### src/rtl/ipv4_longest_prefix_route_table_macros.svh
// ---------------------------------------------------------------------------
// Route table assertion macros
// Concurrent assertion helpers clocked on clk and disabled during rst.
// ---------------------------------------------------------------------------
`ifndef IPV4_LONGEST_PREFIX_ROUTE_TABLE_MACROS_SVH
`define IPV4_LONGEST_PREFIX_ROUTE_TABLE_MACROS_SVH

`ifndef SYNTHESIS
`define ROUTE_ASSERT_ALWAYS(label, expr, msg) \
  label: assert property (@(posedge clk) disable iff (rst) (expr)) else $error(msg);
`define ROUTE_ASSERT_IMPLY(label, ante, cons, msg) \
  label: assert property (@(posedge clk) disable iff (rst) (ante) |-> (cons)) else $error(msg);
`else
`define ROUTE_ASSERT_ALWAYS(label, expr, msg)
`define ROUTE_ASSERT_IMPLY(label, ante, cons, msg)
`endif

`endif

### src/rtl/lpmrt_pkg.sv
// ---------------------------------------------------------------------------
// Route table package
// Shared constants, codes, entry types and the prefix mask function.
// ---------------------------------------------------------------------------
package lpmrt_pkg;

  localparam int ENTRIES    = 16;
  localparam int CNT_W      = $clog2(ENTRIES + 1);
  localparam int ADDR_W     = 32;
  localparam int PFX_W      = 6;
  localparam int IF_W       = 4;
  localparam int FLAG_W     = 8;
  localparam int MAX_PREFIX = 32;

  localparam logic [2:0] ACT_ADD        = 3'd0;
  localparam logic [2:0] ACT_REMOVE     = 3'd1;
  localparam logic [2:0] ACT_PURGE_IF   = 3'd2;
  localparam logic [2:0] ACT_PURGE_DHCP = 3'd3;
  localparam logic [2:0] ACT_LOOKUP     = 3'd4;

  localparam logic [1:0] STATUS_OK      = 2'd0;
  localparam logic [1:0] STATUS_ARG     = 2'd1;
  localparam logic [1:0] STATUS_FULL    = 2'd2;
  localparam logic [1:0] STATUS_NOMATCH = 2'd3;

  typedef enum logic {
    ST_IDLE,
    ST_EXEC
  } state_t;

  typedef enum logic [1:0] {
    CMD_HOLD,
    CMD_UPDATE,
    CMD_INSERT,
    CMD_DELETE
  } cmd_t;

  typedef struct packed {
    logic [ADDR_W-1:0] dest;
    logic [ADDR_W-1:0] gw;
    logic [PFX_W-1:0]  prefix;
    logic [FLAG_W-1:0] flags;
    logic [IF_W-1:0]   itf;
  } entry_t;

  typedef struct packed {
    logic [ADDR_W-1:0] dest;
    logic [PFX_W-1:0]  prefix;
    logic [ADDR_W-1:0] gw;
    logic [IF_W-1:0]   itf;
    logic [FLAG_W-1:0] flags;
  } item_t;

  typedef struct packed {
    cmd_t cmd;
    logic sel;
    logic shift;
  } cell_ctrl_t;

  typedef struct packed {
    logic hit;
    logic same;
    logic purge;
    logic keep;
  } cell_stat_t;

  function automatic logic [ADDR_W-1:0] prefix_mask(input logic [PFX_W-1:0] p);
    return ~({ADDR_W{1'b1}} >> p);
  endfunction

endpackage

### src/rtl/lpmrt_cell.sv
// ---------------------------------------------------------------------------
// Route table cell
// Holds one route, compares it against the current transaction and takes
// its next value from itself, the new route or a neighbouring cell.
// ---------------------------------------------------------------------------
module lpmrt_cell (
  input  logic                 clk,
  input  logic                 rst,
  input  lpmrt_pkg::item_t     item,
  input  logic                 dhcp_only,
  input  logic [7:0]           dhcp_mask,
  input  lpmrt_pkg::cell_ctrl_t ctrl,
  input  logic                 prev_keep,
  input  lpmrt_pkg::entry_t    prev_entry,
  input  lpmrt_pkg::entry_t    next_entry,
  output lpmrt_pkg::entry_t    entry,
  output lpmrt_pkg::cell_stat_t stat
);
  import lpmrt_pkg::*;

  logic              valid;
  logic [ADDR_W-1:0] own_mask;
  logic [ADDR_W-1:0] item_mask;
  entry_t            new_entry;
  entry_t            entry_next;

  assign valid     = (entry.itf != '0);
  assign own_mask  = prefix_mask(entry.prefix);
  assign item_mask = prefix_mask(item.prefix);

  assign stat.hit   = valid && ((item.dest & own_mask) == (entry.dest & own_mask));
  assign stat.same  = valid && (entry.prefix == item.prefix) &&
                      ((entry.dest & item_mask) == (item.dest & item_mask)) &&
                      ((item.itf == '0) || (entry.itf == item.itf));
  assign stat.purge = valid && (entry.itf == item.itf) &&
                      (!dhcp_only || ((entry.flags & dhcp_mask) != '0));
  assign stat.keep  = valid && (entry.prefix >= item.prefix);

  assign new_entry.dest   = item.dest & item_mask;
  assign new_entry.gw     = item.gw;
  assign new_entry.prefix = item.prefix;
  assign new_entry.flags  = item.flags;
  assign new_entry.itf    = item.itf;

  always_comb begin
    entry_next = entry;
    case (ctrl.cmd)
      CMD_UPDATE: begin
        if (ctrl.sel) begin
          entry_next.gw    = item.gw;
          entry_next.flags = item.flags;
        end
      end
      CMD_INSERT: begin
        if (!stat.keep) begin
          entry_next = prev_keep ? new_entry : prev_entry;
        end
      end
      CMD_DELETE: begin
        if (ctrl.shift) begin
          entry_next = next_entry;
        end
      end
      default: entry_next = entry;
    endcase
  end

  always_ff @(posedge clk) begin
    if (rst) begin
      entry <= '0;
    end else begin
      entry <= entry_next;
    end
  end

endmodule

### config.mk
export PLATFORM = sky130hd
export DESIGN_NAME = lpmrt_cell
export DESIGN_NICKNAME = d
export VERILOG_FILES = /design/src/rtl/ipv4_longest_prefix_route_table_macros.svh /design/src/rtl/lpmrt_pkg.sv /design/src/rtl/lpmrt_cell.sv
export SDC_FILE = /design/constraint.sdc
export NUM_CORES = 1
export LEC_CHECK = 0
export BUFFER_PORTS_ARGS = -buffer_cell sky130_fd_sc_hd__buf_2
export CAP_MARGIN = 30
export CORE_MARGIN = 10
export CORE_UTILIZATION = 41
export DETAILED_ROUTE_END_ITERATION = 8
export PLACE_DENSITY = 0.79
export SLEW_MARGIN = 10
export SYNTH_ARGS = -nofsm -noshare
export SYNTH_HDL_FRONTEND = slang
export SYNTH_SLANG_ARGS = --single-unit
### constraint.sdc
create_clock -name clk -period 2.5 [get_ports clk]
set_clock_uncertainty 0.2 [all_clocks]
set_input_delay 0.125 -clock clk [delete_from_list [all_inputs] [get_ports clk]]
set_output_delay 0.125 -clock clk [all_outputs]
set_load 0.005 [all_outputs]
## Word level (Yosys, flattened, before mapping)

Index checks and enable logic that the tools add are counted.

- Bits in registers: 82
- Bits in latches: 0
- Memory bits (writable): 0
- Memory bits (read-only): 0
- Input bits: 262
- Output and inout port bits: 86
- Word-level logic and storage cells: 52
- Memories: 0

- $add $sub $neg: 0
- $mul: 0
- Div/mod/pow operators: 0
- Order comparisons: 1
- Equality and inequality tests: 10
- Shift-type cells: 2
- Muxes and demuxes: 10
- Bitwise logic cells: 7
- Reductions and logical operators: 17

Operator list:

| cell | count |
|---|---|
| $mux W82 | 3 |
| $and A32 B32 Y32 | 4 |
| $pmux W32 S3 | 1 |
| $eq A32 B32 Y1 | 2 |
| $not A32 Y32 | 2 |
| $pmux W32 S2 | 1 |
| $shr A32 B6 Y32 const A | 2 |
| $mux W32 | 1 |
| $pmux W8 S3 | 1 |
| $pmux W6 S2 | 1 |
| $and A8 B8 Y8 | 1 |
| $mux W8 | 1 |
| $pmux W4 S2 | 1 |
| $reduce_bool A8 Y1 | 1 |
| $logic_and A1 B1 Y1 | 7 |
| $eq A6 B6 Y1 | 1 |
| $ge A6 B6 Y1 | 1 |
| $ne A2 B2 Y1 const B | 3 |
| $eq A2 B2 Y1 const B | 2 |
| $eq A4 B4 Y1 | 1 |
| $logic_not A4 Y1 | 1 |
| $reduce_and A4 Y1 | 1 |
| $reduce_bool A4 Y1 | 1 |
| $reduce_and A3 Y1 | 1 |
| 5 further kinds | 6 |

## Longest topological paths before layout

- Word-level depth: 6
- Mapped depth: 12
- Depth with buffers taken out: 8

## Worst setup path before layout

Ideal clock, no wire load.

- Path type: input -> register
- Start: input item[47] in the netlist's numbering
- End: register entry[13] in the netlist's numbering
- Library setup time: 0.070 ns
- Data arrival time: 2.438 ns
- Required time: 2.230 ns
- Path slack: -0.209 ns
- Cell stages on the path: 12
- Buffers on the path: 4
- Cell sequence: buf_2 -> buf_1 -> inv_2 -> ha_1 -> nand4_1 -> o22a_1 -> a311oi_1 -> or2_1 -> clkbuf_1 -> clkbuf_1 -> nand2_1 -> a21oi_1

- Longest elaborated chain between the ends: 4

Ends and longest elaborated chain:

| element | line | RTL |
|---|---|---|
| start, declared | lpmrt_cell.sv:9 | `input lpmrt_pkg::item_t item,` |
| $ge A6 B6 Y1 | lpmrt_cell.sv:37 | `assign stat.keep = valid && (entry.prefix >= item.prefix);` |
| $logic_and A1 B1 Y1 | lpmrt_cell.sv:37 |  |
| $ne A2 B2 Y1 (no source line) | - |  |
| $reduce_and A3 Y1 (no source line) | - |  |
| end signal, assigned | lpmrt_cell.sv:72 | `entry <= entry_next;` |
| end, declared | lpmrt_cell.sv:16 | `output lpmrt_pkg::entry_t entry,` |

Every way passes these cells.
A chain may end at the register's enable or synchronous reset.

==> impl_metrics.csv <==
group,metric,value,unit
status,status,"finished, violations left",
status,violations,"negative setup slack",
power_and_ir_drop,p_int,3.221,mW
power_and_ir_drop,p_comb_frac,0.423,
finish,fin_nets,1550,
logic_synthesis,synth_area_leaders,"dfxtp_1 (28%), nand2_1 (6.8%), a21oi_1 (6.2%), o211ai_1 (6.2%), a22o_1 (5.9%)",
finish,layout_commonest_cell,"buf_2",
timing,worstMarginPinSlew,0.8533,ns
logic_synthesis,syn_nets,1076,
hold_path,hold_path.class,"in2reg",
clocking,clock_latency,0.35,ns
finish,instances_no_fill,1471,
floorplan,die_x,140.3,µm
grt,grt_max_degree,56,
power_and_ir_drop,power_frac_seq,0.308,
finish,finalInstanceArea,11020,µm²
finish,reg_top3,"entry x82",
floorplan,die_area,19690,µm²
floorplan,rows,43,
worst_setup_path,worst_ep_arrival_time,2.39,ns
worst_setup_path,worstPathRequired,2.17,ns
clocking,cts_tree,"built",
power_and_ir_drop,vdd.ir_drop.worst,0.3931,mV
logic_synthesis,avgSynthCellArea,7.345,µm²
clocking,cts_made_buffers,9,
timing,whs,0.008117,ns
power_and_ir_drop,power.total,5.112,mW
logic_synthesis,synth-compound-area-share,0.3991,
finish,seq_area,1654,µm²
logic_synthesis,synthMuxAreaShare,0.01687,
grt,grt_overflow,0,
logic_synthesis,synth-warning-count,0,
clocking,clkTransAtPathRegs,0.06,ns
place,post_dp_cell_area,8322,µm²
grt,grt_pass1_wl,51070,µm
power_and_ir_drop,leakagePower,4.998,nW
finish,final_cell_mix,"buf_2 (347), dlygate4sd3_1 (85), buf_4 (81)",
logic_synthesis,syn_area,5934,µm²
grt,antenna_found_initial,7,
timing,rsz0062_at_grt,"true",
timing,slew_headroom,0.4311,
floorplan,ioPinCount,348,
clocking,clk_path_buf_depth,2,
drt,drtIter0Drc,1240,
logic_synthesis,yosysSeqAreaShare,0.2766,
logic_synthesis,synth_largest_type_area_fraction,0.2766,
logic_synthesis,yosysTopAreaCell,"dfxtp_1",
drt,vias_per_cell,6.555,
clocking,cts_max_level,3,
place,hpwl,25720,µm
logic_synthesis,async_flop_share,0,
logic_synthesis,synth-xor-area-share,0.05313,
logic_synthesis,synth_edf_count,0,
place,port_buffers,347,
worst_setup_path,cp_max_fo,3,
finish,multi_input_area,4956,µm²
worst_setup_path,end_kind,"output pin",
timing,setup_slack,-0.2167,ns
worst_setup_path,critPathLaunchType,"flip-flop",
floorplan,core_area,14040,µm²
power_and_ir_drop,clockPowerShare,0.269,
power_and_ir_drop,p_sw,1.891,mW
clocking,clockRootBuffer,"clkbuf_16",
floorplan,dieHeight,140.3,µm
timing,slew_violations,0,
drt,ant_nets,0,
finish,regMostFlops,"entry",
logic_synthesis,synth_top_family_by_area,"compound AO/OA/AOI/OAI gates",
drt,vias,9643,
power_and_ir_drop,power_density,463.7,nW/µm²
finish,drive_gt1_frac,0.5109,
finish,fill_cells,973,
timing,setup_tns,-9.753,ns
clocking,cts_sinks,82,
timing,timing.final.crit_share,1.087,
timing,min_period,2.717,ns
power_and_ir_drop,swShare,0.3700,
logic_synthesis,synth_ff_type,"dfxtp_1",
drt,drt_wl_total,40740,µm
grt,grt_pass1_vias,8556,
worst_setup_path,worst-setup-path-type,"reg2out",
timing,hold_violations,0,
grt,gr-usage-all-layers,0.3285,
place,placedCellCount,1340,
timing,setup_viol,84,
drt,first_pass_iters,5,
finish,largest_reg_flops,82,
logic_synthesis,synth-simple-area-share,0.1731,
timing,fmax,368.1,MHz
logic_synthesis,synthAdderAreaFrac,0.01434,
run,cap_viol_max_count,0,
finish,syn_to_final_growth,85.77,%
drt,wire_per_inst,27.69,µm
place,gp_congestion,1.036,
floorplan,start_util,0.4226,
logic_synthesis,ys_types,61,
drt,drc_errors,0,
logic_synthesis,yosys_register_bits,82,
logic_synthesis,syn_inst,808,
[path summary, 6_finish.rpt]
kind / from / endpoint / slack, ns / depth (start not counted)
setup / recovery: entry[72]$_SDFFE_PP0P_ / stat[2] / -0.22 / 7
hold / removal: prev_entry[65] / entry[65]$_SDFFE_PP0P_ / 0.008 / 5
setup reg to reg: entry[15]$_SDFFE_PP0P_ / entry[42]$_SDFFE_PP0P_ / -0.21 / 10
hold reg to reg: entry[58]$_SDFFE_PP0P_ / entry[58]$_SDFFE_PP0P_ / 0.28 / 2
[kinds of logic after synthesis]
group | count (synthesis)
multiplexers | 10
flip-flops | 82
XOR/XNOR | 36
AO/OA/AOI/OAI | 339
AND/OR/NAND/NOR | 231
buffers and inverters | 103
adder cells (fa/ha/maj) | 7
[per-layer routing]
layer,share of wire,vias to the layer above,track usage
met4,0.060,2,0.1304
met1,0.35,4504,0.4024
li1,-,3990,-
met3,0.12,228,0.09872
met5,0.00022,-,0
met2,0.47,919,0.5254
[per-stage QoR]
step | utilization | worst slack [ns]
after floorplan | - | -0.01065
after global placement | 0.5907 | -0.3739
after detailed placement | 0.5926 | -0.3755
after CTS | 0.6848 | -0.2624
after global routing | 0.7851 | -0.3281
final | 0.7851 | -0.2167
[synth_stat cells (19+ instances only)]
cell type / count
a22oi_1: 41
nand2_1: 107
a211oi_1: 43
clkbuf_1: 71
xnor2_1: 19
a22o_1: 40
dfxtp_1: 82
a21oi_1: 74
o211ai_1: 49
inv_1: 22
o21ai_0: 24
nor2_1: 61
[repair_timing]
action	CTS	global route
buffers inserted	4	5
hold buffers	85	0
setup endpoints to repair	3	84
hold endpoints to repair	82	0
pin swaps	8	64
gates resized for setup	31	240
cloned	1	18
[power groups by stage]
stage               Combinational (mW)  Sequential (mW)  Clock, mW
floorplan                        0.713             1.54          0
global placement                  1.46             1.53          0
detailed placement                1.47             1.54          0
CTS                               1.64             1.51       1.36
global route                      2.25             1.58       1.42
finish                            2.16             1.57       1.37
[cell type report]
cell class                      count  share of cell area
Clock inverter                      3            0.003859
Clock buffer                       10             0.02168
Tap cell                          180             0.02043
Antenna cell                        7            0.001589
Timing Repair Buffer              542              0.3450
Inverter                           23            0.007831
Sequential cell                    82              0.1500
Multi-Input combinational cell    624              0.4496
[worst max-delay path, stage by stage (launching register included)]
cell     delay, ns
dfxtp_1       0.42
xnor2_1       0.16
buf_4         0.18
nand2_1       0.05
a32o_1        0.21
or4_1         0.54
nor4_2        0.30
buf_2         0.17
No activity file was read; power rests on OpenSTA's default activity.
